===== config.mk =====
export PLATFORM = sky130hd
export DESIGN_NAME = drp_merge
export DESIGN_NICKNAME = d
export VERILOG_FILES = /design/src/sv/drp_pkg.sv /design/src/sv/drp_merge.sv
export SDC_FILE = /design/constraint.sdc
export NUM_CORES = 1
export LEC_CHECK = 0
export ABC_AREA = 1
export BUFFER_PORTS_ARGS = -buffer_cell sky130_fd_sc_hd__buf_4
export CAP_MARGIN = 5
export CELL_PAD_IN_SITES_DETAIL_PLACEMENT = 1
export CELL_PAD_IN_SITES_GLOBAL_PLACEMENT = 2
export CORE_MARGIN = 5
export CORE_UTILIZATION = 23
export CTS_CLUSTER_SIZE = 8
export DETAILED_ROUTE_END_ITERATION = 10
export HOLD_SLACK_MARGIN = 0.12
export MAX_ROUTING_LAYER = met4
export PLACE_DENSITY_LB_ADDON = 0.1
export SLEW_MARGIN = 0
export SYNTH_ARGS = -nofsm -noshare
export SYNTH_HDL_FRONTEND = slang
export SYNTH_SLANG_ARGS = --single-unit

===== constraint.sdc =====
create_clock -name clk -period 0.9 [get_ports clk]
set_input_delay 0.135 -clock clk [delete_from_list [all_inputs] [get_ports clk]]
set_output_delay 0.135 -clock clk [all_outputs]
set_load 0.03 [all_outputs]

===== src/sv/drp_pkg.sv =====
`default_nettype none
package drp_pkg;

  localparam logic [1:0] MODE_IMPEDANCE = 2'd0;
  localparam logic [1:0] MODE_REACTANCE = 2'd1;
  localparam logic [1:0] MODE_MHO       = 2'd2;
  localparam logic [1:0] MODE_UNUSED    = 2'd3;

  localparam logic [1:0] REG_CHAR_MODE    = 2'd0;
  localparam logic [1:0] REG_REACH        = 2'd1;
  localparam logic [1:0] REG_TORQUE_ANGLE = 2'd2;
  localparam logic [1:0] REG_UNUSED       = 2'd3;

  localparam logic [15:0] TORQUE_RESET = 16'd13653;

  typedef enum logic [1:0] {
    ST_IDLE,
    ST_READ,
    ST_MUL,
    ST_DONE
  } state_t;

  typedef struct packed {
    logic load;
  } lane_ctl_t;

  typedef struct packed {
    logic load;
  } merge_ctl_t;

endpackage
`default_nettype wire


===== src/sv/drp_merge.sv =====
`default_nettype none
module drp_merge (
  input  wire logic                 clk,
  input  wire logic                 rst,
  input  wire drp_pkg::merge_ctl_t  ctl,
  input  wire logic [2:0]           picks,
  input  wire logic                 m_tready,
  output logic                      m_tvalid,
  output logic [7:0]                m_tdata,
  output logic                      free
);

  logic [2:0] phase_pick;
  logic       any;
  logic       chg;

  assign free = !m_tvalid || m_tready;
  assign any  = |picks;
  assign chg  = picks != phase_pick;

  always_ff @(posedge clk) begin
    if (rst) begin
      phase_pick <= '0;
      m_tvalid   <= 1'b0;
    end else begin
      if (ctl.load) begin
        phase_pick <= picks;
        m_tvalid   <= 1'b1;
      end else if (m_tready) begin
        m_tvalid <= 1'b0;
      end
    end
  end

  always_ff @(posedge clk) begin
    if (ctl.load) begin
      m_tdata <= {3'b000, chg, any, picks};
    end
  end

endmodule
`default_nettype wire


[Yosys cells after proc, flatten, opt, wreduce, memory -nomap -nowiden]
Cells that the tools add are included.
Cells by class
  add/subtract/negate cells: 0
  $mul: 0
  div/mod/pow operators: 0
  order comparisons: 0
  equal/unequal tests: 1
  shift-type cells: 0
  muxes and demuxes: 2
  bitwise operators: 0
  reduce and logical (&&, ||, !) cells: 4
Operators by type and width (number)
  $ne A3 B3 Y1: 1
  $reduce_or A3 Y1: 1
  $mux W1: 2
  $reduce_bool A2 Y1: 1
  $logic_not A1 Y1: 1
  $logic_or A1 B1 Y1: 1
Storage, ports and cells
  bits in registers: 9
  bits in latches: 0
  bits in writable memories: 0
  memory bits (read-only): 0
  bits of input ports: 7
  output and inout bits: 10
  logic and storage cells: 10
  memories: 0

[Depth between registers and ports, before layout]
Gate-level depths: netlist (run 1).
  depth after elaboration: 2
  mapped depth: 4

[Worst setup path before layout (run 1)]
Ideal clock, no wire load.
  kind: register to register
  start point: register m_tvalid (netlist name)
  end point: register m_tvalid
  setup time: 0.070 ns
  arrival: 0.929 ns
  required time: 0.830 ns
  setup slack: -0.099 ns
  stages on the path, launching flop included: 3
  path buffers: 0
  clock period less this slack: 0.999 ns
  cells stage by stage: dfxtp_1 nand2_1 a21oi_1
RTL lines
  end signal, assigned: line drp_merge.sv:24  | m_tvalid <= 1'b0;
  end signal, assigned: line drp_merge.sv:28  | m_tvalid <= 1'b1;
  end signal, assigned: line drp_merge.sv:30  | m_tvalid <= 1'b0;
  end, declared: line drp_merge.sv:8  | output logic m_tvalid,

[Worst setup path in the final report (run 1)]
  start point: register m_tvalid
  end point: output port free
Between the ends
  word-level cells in the longest chain between the ends: 2
Ends and longest elaborated chain
  $logic_not A1 Y1: line drp_merge.sv:17  | assign free = !m_tvalid || m_tready;
  $logic_or A1 B1 Y1: line drp_merge.sv:17
  end, declared: line drp_merge.sv:10  | output logic free
Every way passes these cells.

==> metrics list, run 1 <==
- The flow ran to the end, but the final reports show violations.
* Violations in the final reports: setup timing
- In this run, the number of DRC markers left after iteration 0 of detailed routing was 1.
- In this run, synthesis produced a sequential element count of 9.
- In the final layout, flip-flops and latches occupy ~230 µm².
* Count of mapped cells out of synthesis: 40
- Counting along the longest clock path gives a buffer depth of 2.
- Clock tree sinks: 9
- CTS built an H-tree with a depth of 1.
* Critical path start-end classification: register to output port
* Kind of cell adding the most delay to the critical path: flip-flops
- Crit start category: register
- Via Count: approximately 320
- Hpwl dp: 640.5 µm
- Worst-case vdd ir drop: 0.6754 mV
* Ports: 17
- Maximum operating frequency: 1074 MHz
- Starting density of the core: between 20% and 30%
* Final setup fails: 6
- Area of the multi-input gates: around 100 µm²
- The most critical setup path has its startpoint at m_tvalid.
- Setup slack of the most critical reg-to-reg path: approximately 100 ps
- For this run, the slowest stage of the critical path takes 340 ps.
- Initial antenna violation count: 0
- Count of endpoints failing hold in the final timing report: 0
- Routability-driven placement finished with a final weighted congestion of roughly 0.69.
* Total number of yosys warnings: 0
- Using the TritonRoute via totals, the vias-per-cell ratio works out to around 4.1.
- The area growth from synthesis to layout is 55.93%.
- Summed over its instances, the top area cell type makes up approximately two fifths of the synthesized netlist area.
- Number of buffers created by CTS: 3
- The cell sitting at the root of the clock tree is a clkbuf_4.
- Slew Limit Fails: 0
- At the worst endpoint, the required time is roughly 760 ps.
- Commonest cells after routing, fill and taps aside: nand2_1 (13), buf_4 (7), buf_6 (7), inv_1 (5), edfxtp_1 (5)
- The clock reaches the later pin of the worst-skew pair after roughly 260 ps.
- CTS clk-pin slew, worst paths: roughly 60 ps
- Fraction of final layout cells sized beyond drive strength 1: 32.79%
* Leakage power: about 0.26 nW
- Count of standard-cell rows: 14
- Smallest setup slack after layout: -31.23 ps
- TritonCTS built the clock tree.
- Most common library cell in the layout ignoring fill and taps: nand2_1
* Time the worst path needs with I/O delays and setup: a little over 900 ps
- Post-detailed-route count of antenna-violating nets: 0
- 1st-pass router iterations: 2
- At the worst endpoint, the arrival time is ~800 ps.
* Clock Skew: 2.336 ps
- Yosys mapped the design onto 11 distinct sky130hd cell types.
* Crit path max fanout: 2
- Crit path buffers/inverters: 1
- The repair_antennas step left the layout with diodes totalling 0.
- Routed length per placed instance: 10.55 µm
- Net count of the finished layout: between 60 and 70
* Unrepaired setup endpoints after global routing: yes
- Areal power density over the cells: around 1700 mW/mm²
- Area of the core region: around 0.0015 mm²
- Largest area contributor in the synthesized netlist: edfxtp_1
- Adding up every negative setup slack in the final design gives -141.3 ps.
* Post-route cell area: approximately 580 µm²
- After detailed routing, the number of remaining DRC violations is 0.
- The floorplan step defined a die boundary enclosing 0.002506 mm².
- Average instance area after synthesis: 9.228 µm²
- The final critical path takes up 103.5% of the cycle.
* Setup crit end kind: output port
- Maximum number of pins on one net before global-route repair: 10
- Post-synthesis sequential area ratio: 62.37%
* Post-Synthesis Cell Area: ~370 µm²
- Die Y-Extent: around 50 µm
* Final design utilization: 38.21%
- By area the synthesized netlist is led by edfxtp_1 (41%), dfxtp_1 (22%), nand2_1 (14%).
- Vias in the first global route: roughly 350
* Wire length of the first global-routing pass: approximately 1400 µm
- For this run the aggregate overflow at the end of global routing stands at 0.
* Layout fillers: approximately 180
* Type of the worst min-delay path: primary input to register
* Total Power: approximately 980 µW
- Cell Chain, Critical Path: nand2_2, buf_6
- # port buffers: 13
* Total routing usage reported by global routing: 7.925%
- The worst register-to-register path begins at phase_pick[0].
* Worst hold path startpoint: picks[2]
- Maxcap violations: 0
- For this block, the routed nets add up to a little over 800 µm of wire.
- Critical path's slowest cell: dfxtp_2
* Die boundary width: approximately 50 µm
- In this run the cell area measured after placement is ~480 µm².
per-layer routing:
metal  GRT usage, %  share of wire, %
met3          4.217               8.4
met5              -                 0
met1          6.352                39
met2          12.34                51
met4          7.860               1.5
area by class of cell:
type / instances / area share [%]
clock buffer: 4 / 4.565
inverter: 6 / 3.913
multi-input combinational: 24 / 18.04
sequential: 9 / 40.22
tap: 16 / 3.478
timing repair buffer: 18 / 29.78
registers in the layout, summed over array words and instances (netlist names):
name	cells
phase_pick	3
m_tvalid	1
m_tdata	5
report_power, final:
group / switching [mW] / total, mW / internal, mW
Sequential: 0.0144 / 0.478 / 0.463
Combinational: 0.106 / 0.190 / 0.0846
Clock: 0.139 / 0.310 / 0.171
cell usage after synthesis:
library cell   n
nand2_1       14
edfxtp_1       5
inv_1          5
a21oi_1        4
dfxtp_1        4
buf_4          3
conb_1         1
inv_2          1
nand3_1        1
nor2_1         1
xnor2_1        1
through the flow:
stage | hold slack (ps) | std cells | worst slack [ps]
after global routing | 153.4 | 77 | -89.13
after detailed placement | 328.7 | 68 | 107.5
after global placement | 320.7 | 68 | 87.82
after floorplan | 196.7 | 42 | 118.8
final | 153.5 | 77 | -31.23
after CTS | 132.8 | 76 | -52.21
path summary, 6_finish.rpt:
kind,end,depth (start not counted)
setup / recovery,free,2
hold / removal,phase_pick[2],3
setup reg to reg,m_tdata[4],4
hold reg to reg,phase_pick[2],2
logic make-up after synthesis:
| kind of cell | Yosys count | synth area share (%) |
|---|---|---|
| compound gates | 4 | 5.424 |
| xor+xnor | 1 | 2.373 |
| buf+inv | 9 | 12.20 |
| flops | 9 | 62.37 |
| other cells | 1 | 1.016 |
| simple gates | 16 | 16.61 |
repair_timing:
action / in CTS / in global routing
pin swaps: 1 / 1
buffers inserted: 0 / 1
hold endpoints to repair: 7 / 0
hold buffers: 4 / 0
resized for setup: 6 / 1
setup endpoints to repair: 6 / 7
worst reg2reg max path, stage by stage (launching register included):
cell and delay [ps]:
dfxtp_1 320, inv_1 60, nand2_1 50, nand2_1 50, nand3_1 70
Power figures use the tool's default switching activity.
==> run 2, diff against run 1 <==
REMOVE_ABC_BUFFERS = 1   (was not set)
==> run 2 against run 1 <==
The flow still finishes with violations (setup timing). Critical path type unchanged. Register-to-register slack about the same. Hold slack got worse by 5.9 ps. Combinational power down 2%. Clock power hardly changed.
==> metrics list, run 2 (synthesis gave the netlist of run 1 again) <==
- Result of the run: complete, but fails checks (unchanged)
- Violations in the final reports: setup timing (unchanged)
- Commonest cells after routing, fill and taps aside: nand2_1 (13), buf_4 (7), buf_6 (6), inv_1 (5), edfxtp_1 (5) (was nand2_1 (13), buf_4 (7), buf_6 (7), inv_1 (5), edfxtp_1 (5)).
- Max FFs per register: 5 (unchanged)
- Critical path start-end classification: register to output port (unchanged)
- The row count was 14 (unchanged).
- Total routing usage reported by global routing: 6.981% (was 7.925%)
- The share of cells above drive strength 1 was 31.67% (was 32.79%).
- Weighted congestion reported at the end of routability-driven placement: 0.6878 (was 0.6904)
- The vertical die dimension is 50.06 µm (unchanged).
- CTS clk-pin slew, worst paths: 60 ps (about the same)
- The growth of design area from synthesis to finish came to 52.88% (was 55.93%).
* Buffer levels on the longest clock path: 2 (unchanged)
- The flip-flop and latch area was 231.5 µm² (unchanged).
- Time the worst path needs with I/O delays and setup: 925.5 ps (was 931.2 ps)
- The worst clock skew on the final layout came to 2.914 ps (was 2.336 ps).
* Buffers inserted by post-CTS timing repair: 0 (unchanged)
* Cell Chain, Critical Path: buf_6 (was nand2_2, buf_6)
- Post-route DRC violation count: 0 (unchanged)
- The count of endpoints failing setup in the final report came to 6 (unchanged).
- Worst endpoint data arrival time: 790 ps (was 800 ps)
- The floorplan core area came to 0.001506 mm² (unchanged).
- Crit path max fanout: 1 (was 2)
- Smallest setup slack after layout: -25.55 ps (was -31.23 ps)
- The nature of the critical path endpoint was an output port (unchanged).
* Required time of the critical path: 760 ps (about the same)
- Crit path buffers/inverters: 1 (unchanged)
- The kind of path behind the tightest hold check is primary input to register (unchanged).
- Clock tree from TritonCTS: built (unchanged)
- Hpwl dp: 637.4 µm (was 640.5 µm)
- The post-route core utilization was 37.46% (was 38.21%).
* Slowest cell delay on critical path: 380 ps (was 340 ps)
* Areal power density over the cells: 1729 mW/mm² (was 1699 mW/mm²)
- The max capacitance violation total was 0 (unchanged).
* Global route total overflow: 0 (unchanged)
- The number of sinks on the clock net was 9 (unchanged).
* Area of the multi-input gates: 103.9 µm² (unchanged)
* TNS Setup: -123.1 ps (was -141.3 ps)
* Most common library cell in the layout ignoring fill and taps: nand2_1 (unchanged)
- The minimum setup slack after placement came to 98.46 ps (was 107.5 ps).
- Die boundary width: 50.06 µm (unchanged)
- The via count of the first global-routing pass was 326 (was 349).
* Initial antenna violation count: 0 (unchanged)
* Largest register by flop count: m_tdata (unchanged)
* Starting density of the core: 24.50% (unchanged)
* Root cell of the clock tree: clkbuf_4 (unchanged)
* Routed length per placed instance: 10.78 µm (was 10.55 µm)
* Post-detailed-route count of antenna-violating nets: 0 (unchanged)
- Via density per instance: 4.079 (was 4.091)
- The area enclosed by the die boundary came to 0.002506 mm² (unchanged).
- The total wire length was 819 µm (was 812 µm).
- The cell with the largest stage delay on the worst path is edfxtp_1 (was dfxtp_2).
- Total Power: 975.8 µW (was 978.0 µW)
* Leakage power: 0.2556 nW (was 0.2609 nW)
* Count of endpoints failing hold in the final timing report: 0 (unchanged)
- The number of port buffers came to 13 (unchanged).
- The CTS H-tree depth is 1 (unchanged).
- The gate family responsible for the most delay along the worst path is flip-flops (unchanged).
- Registers with the most flip-flops: m_tdata x5, phase_pick x3, m_tvalid x1 (unchanged).
- The net count reported at finish is 68 (was 69).
* Unrepaired setup endpoints after global routing: yes (unchanged)
- Maximum operating frequency: 1080 MHz (was 1074 MHz)
- Number of inserted diodes: 0 (unchanged)
* Layout fillers: 173 (was 181)
- The I/O pin total is 17 (unchanged).
* Slew Limit Fails: 0 (unchanged)
* Wire length of the first global-routing pass: 1242 µm (was 1380 µm)
* Number of buffers created by CTS: 3 (unchanged)
- Worst-case vdd ir drop: 0.6025 mV (was 0.6754 mV)
* Crit start category: register (unchanged)
- The clock insertion delay at the later pin of the skew report came to 260 ps (about the same).
- Maximum number of pins on one net before global-route repair: 10 (unchanged)
* Via Count: 310 (was 315)
* Violation count after the first detailed-route iteration: 1 (unchanged)
- The share of the clock period used by the worst path is 102.8% (was 103.5%).
- 1st-pass router iterations: 3 (was 2)
## run 2: cell types whose count changed in the layout (fill, tap and decap cells not counted)
cell / before / now
buf_6: 7 / 6
## run 2: per-stage QoR
stage	instances	cell area (µm²)	hold slack, ps
floorplan	39	354.1	204.1
global placement	68	471.7	326.2
detailed placement	68	471.7	335.3
CTS	76	564.3	145.9
global route	76	564.3	155.2
finish	76	564.3	147.6
## run 2: path summary, 6_finish.rpt
check	startpoint	cells past startpoint	slack [ps]	endpoint
setup / recovery	m_tdata[2]	1	-30	m_tdata[2]
hold / removal	m_tready	4	150	m_tvalid
setup reg to reg	phase_pick[2]	2	100	m_tdata[4]
hold reg to reg	m_tvalid	2	480	m_tvalid
## run 2: repair_timing
item | 4_1_cts | 5_1_grt
pin swaps | 1 | 0
hold endpoints to repair | 7 | 0
endpoints found under the setup margin | 7 | 7
gates resized for setup | 8 | 0
cloned | 0 | 0
hold buffers | 4 | 0
## run 2: metal layers
layer	global-route usage [%]	part of all wire, %	vias up
met3	3.313	12	2
li1	-	-	158
met5	-	0	-
met2	11.30	50	15
met1	6.171	36	135
met4	5.240	1.7	0
## run 2: cell type report
class	count	area share, %
Clock buffer	4	4.656
Inverter	6	3.991
Timing Repair Buffer	17	28.38
Multi-Input combinational cell	24	18.40
Sequential cell	9	41.02
Tap cell	16	3.548
## run 2: power breakdown
part | switching (mW) | leakage [nW] | internal [mW]
Clock | 0.142 | 0.0150 | 0.171
Sequential | 0.0141 | 0.0808 | 0.463
Combinational | 0.106 | 0.160 | 0.0804
Total | 0.261 | 0.256 | 0.714
==> run 3, diff against run 2 <==
ABC_AREA = 0   (was 1)
CORE_UTILIZATION = 24   (was 23)
clock period = 1 ns   (was 0.9 ns; I/O delays follow)
==> run 3 against run 2 <==
The flow now finishes without violations. Non-clock buffer count is the same. Critical path depth grew 1. Synthesized cell count shrank 33%. Register-to-register slack gained 30 ps. Sequential power shrank 9.9%. Clock skew grew 1.1 ps. Die area shrank 7.3%. First-iteration DRC count shrank 100%. Setup slack gained 71 ps. Cell area shrank 5.3%. Largest cell class unchanged. Largest power group unchanged.
==> metrics list, run 3 <==
- The number of instances in the placed design came to 54 (was 68).
- The worst vdd rail ir drop is 0.7278 mV (was 0.6025 mV).
* Post-synthesis sequential area ratio: 65.71% (was 62.37%)
- Share of flip-flops with an asynchronous set or reset: 0% (unchanged)
* Largest area contributor in the synthesized netlist: edfxtp_1 (unchanged)
- Setup crit end kind: output port (unchanged)
* Worst setup timing slack at the placement stage: 87.16 ps (was 98.46 ps)
- Largest cells by area after synthesis: edfxtp_1 (43%), dfxtp_1 (23%), mux2i_1 (8.6%) (was edfxtp_1 (41%), dfxtp_1 (22%), nand2_1 (14%))
* Share of the cycle needed by the critical path after routing: ~95%
* Post-route non-filler standard cell count: 62 (was 76)
* Largest register by flop count: m_tdata (unchanged)
* Synth Area in Simple Gates: 8.214% (was 16.61%)
* Clock tree from TritonCTS: built (unchanged)
* Ports: 17 (unchanged)
* Slew Limit Fails: 0 (unchanged)
* Buffers inserted by post-CTS timing repair: 0 (unchanged)
* Die Area: 0.002324 mm² (was 0.002506 mm²)
- The routed via count divided by cell count is 4.081 (was 4.079).
* Layout fillers: 152 (was 173)
- Unrepaired setup endpoints after global routing: yes (unchanged).
- The post-detailed-placement half-perimeter wirelength is 579.5 µm (was 637.4 µm).
* CTS clk-pin slew, worst paths: 60 ps (about the same)
* Total number of yosys warnings: 0 (unchanged)
- The dominant combinational cell family by area after synthesis is multiplexers (was simple AND/OR/NAND/NOR gates).
- List of most frequent post-synthesis cells: edfxtp_1 (5), dfxtp_1 (4) (was nand2_1 (14), edfxtp_1 (5), inv_1 (5))
- The number of storage elements in the synthesis netlist came to 9 (unchanged).
- Final setup fails: 0 (was 6)
* Routed length per placed instance: 12.58 µm (was 10.78 µm)
- The leakage power came to 0.2318 nW (was 0.2556 nW).
- Clock Latency Late Sink: 260 ps (about the same)
- The instance area after placement is 451.7 µm² (was 471.7 µm²).
- Violation count after the first detailed-route iteration: 0 (was 1)
- Clock tree sinks: 9 (unchanged)
- Top-area cell type share of the netlist area: 42.86% (was 40.68%)
- Count of flip-flops with a built-in enable after synthesis: 5 (unchanged)
- The floorplan core area was 0.001334 mm² (was 0.001506 mm²).
- Most common library cell in the layout ignoring fill and taps: buf_4 (was nand2_1)
* Maximum operating frequency: 1048 MHz
- Post-route DRC violation count: 0 (unchanged)
* Initial antenna violation count: 0 (unchanged)
- The routed design could run at a clock period as short as 954.1 ps.
- Count of standard-cell rows: 13 (was 14)
- The category of the critical setup timing path was register to output port (unchanged).
- The number of buffers added by the clock tree synthesis step is 3 (unchanged).
- Maximum number of pins on one net before global-route repair: 10 (unchanged)
- The first-pass GRT wire length came to 1235 µm (was 1242 µm).
- The mean post-synth cell area came to 12.98 µm² (was 9.228 µm²).
- The CTS H-tree depth was 1 (unchanged).
- Post-synthesis compound-gate area fraction: 1.429% (was 5.424%)
- The setup slack of the critical path after layout came to 45.89 ps (was -25.55 ps).
- Registers with the most flip-flops: m_tdata x5, phase_pick x3, m_tvalid x1 (unchanged).
- The xor/xnor share of the synthesized area is 7.500% (was 2.373%).
- Die Y-Extent: 48.21 µm (was 50.06 µm)
- The data arrival time of the critical path is 800 ps (was 790 ps).
- Smallest hold slack: 160.0 ps (was 147.6 ps)
- 1st-pass router iterations: 1 (was 3)
* TNS Setup: 0 ps (was -123.1 ps)
- The number of antenna repair diodes is 0 (unchanged).
* Layout overhead on the synthesized area: 52.50% (was 52.88%)
- Number of distinct library cells after synthesis: 12 (was 11)
* Library cell with the highest instance count after synthesis: edfxtp_1 (was nand2_1)
- Total routing usage reported by global routing: 8.942% (was 6.981%)
- Clock Skew: 3.964 ps (was 2.914 ps)
- Crit start category: register (unchanged)
- Total Power: 869.9 µW (was 975.8 µW)
- The fraction of synthesized area in multiplexers came to 8.571% (was 0%).
- Total wire length after detailed routing: 780 µm (was 819 µm)
- Vias in the first global route: 281 (was 326)
- The final global-route overflow total was 0 (unchanged).
* # port buffers: 13 (unchanged)
- Final design utilization: 40.06% (was 37.46%)
- Crit path max fanout: 2 (was 1)
- The total via count after detailed routing is 253 (was 310).
* Adder-Cell Fraction of Synth Area: 0% (unchanged)
- The flip-flop and latch area was 231.5 µm² (unchanged).
- The cell at the root of the clock tree is clkbuf_4 (unchanged).
- The initial standard-cell utilization of the core is 26.27% (was 24.50%).
* Result of the run: complete, no violations (was complete, but fails checks)
* Post-route cell area: 534.3 µm² (was 564.3 µm²)
* Post-detailed-route count of antenna-violating nets: 0 (unchanged)
- Fraction of final layout cells sized beyond drive strength 1: 38.30% (was 31.67%)
* Area of the multi-input gates: 108.9 µm² (was 103.9 µm²)
* Ys flop type: edfxtp_1 (unchanged)
- The max capacitance violation total was 0 (unchanged).
* Net count of the finished layout: 55 (was 68)
- Count of mapped cells out of synthesis: 27 (was 40)
- Buffer levels on the longest clock path: 2 (unchanged)
- Count of endpoints failing hold in the final timing report: 0 (unchanged)
- The cell area after synthesis came to 350.3 µm² (was 369.1 µm²).
- The kind of path behind the tightest hold check was primary input to register (unchanged).
* Max FFs per register: 5 (unchanged)
- Commonest cells after routing, fill and taps aside: buf_4 (11), edfxtp_1 (5), dlygate4sd3_1 (4) (was nand2_1 (13), buf_4 (7), buf_6 (6), inv_1 (5), edfxtp_1 (5))
* Weighted congestion reported at the end of routability-driven placement: 0.6314 (was 0.6878)
- The power density over the cells was 1628 mW/mm² (was 1729 mW/mm²).
- The x dimension of the die was 48.21 µm (was 50.06 µm).
- Required time of the critical path: 850 ps (was 760 ps)
## run 3: worst max-delay path, stage by stage, from the launching register on
cell      delay (ps)
dfxtp_2          350
nand2b_4          60
buf_6            130
## run 3: cell type report
type	count	area share, %
sequential	9	43.33
multi-input combinational	16	20.37
timing repair buffer	17	27.17
clock buffer	4	4.918
tap	15	3.513
inverter	1	0.7026
## run 3: worst paths after layout
check,start,slack (ps),endpoint,cells after the start
worst max-delay path,m_tvalid,50,free,2
worst min-delay path,picks[2],160,phase_pick[2],3
worst max register to register,phase_pick[1],130,m_tdata[4],2
worst min register to register,m_tvalid,500,m_tvalid,2
## run 3: timing repair
item,in CTS,in global routing
endpoints found under the hold margin,7,0
endpoints found under the setup margin,1,1
hold buffers,4,0
resized for setup,3,1
## run 3: report_power, final
| group | total (mW) | switching [mW] | internal [mW] |
|---|---|---|---|
| registers | 0.430 | 0.0123 | 0.418 |
| logic | 0.165 | 0.0922 | 0.0727 |
| clock network | 0.275 | 0.121 | 0.153 |
| total | 0.870 | 0.226 | 0.644 |
## run 3: layer usage
layer | vias up | routed length (µm) | part of all wire, % | global-route usage, %
met5 | - | 0 | 0 | -
met2 | 10 | 454 | 58 | 15.89
met1 | 119 | 267 | 34 | 6.742
met4 | 0 | 0 | 0 | 8.065
met3 | 0 | 59 | 7.6 | 3.321
li1 | 124 | - | - | -
## run 3: cells by family after synthesis
kind of cell | Yosys count
mux | 3
flops | 9
other cells | 1
xor+xnor | 3
simple gates | 6
compound gates | 1
buf+inv | 4
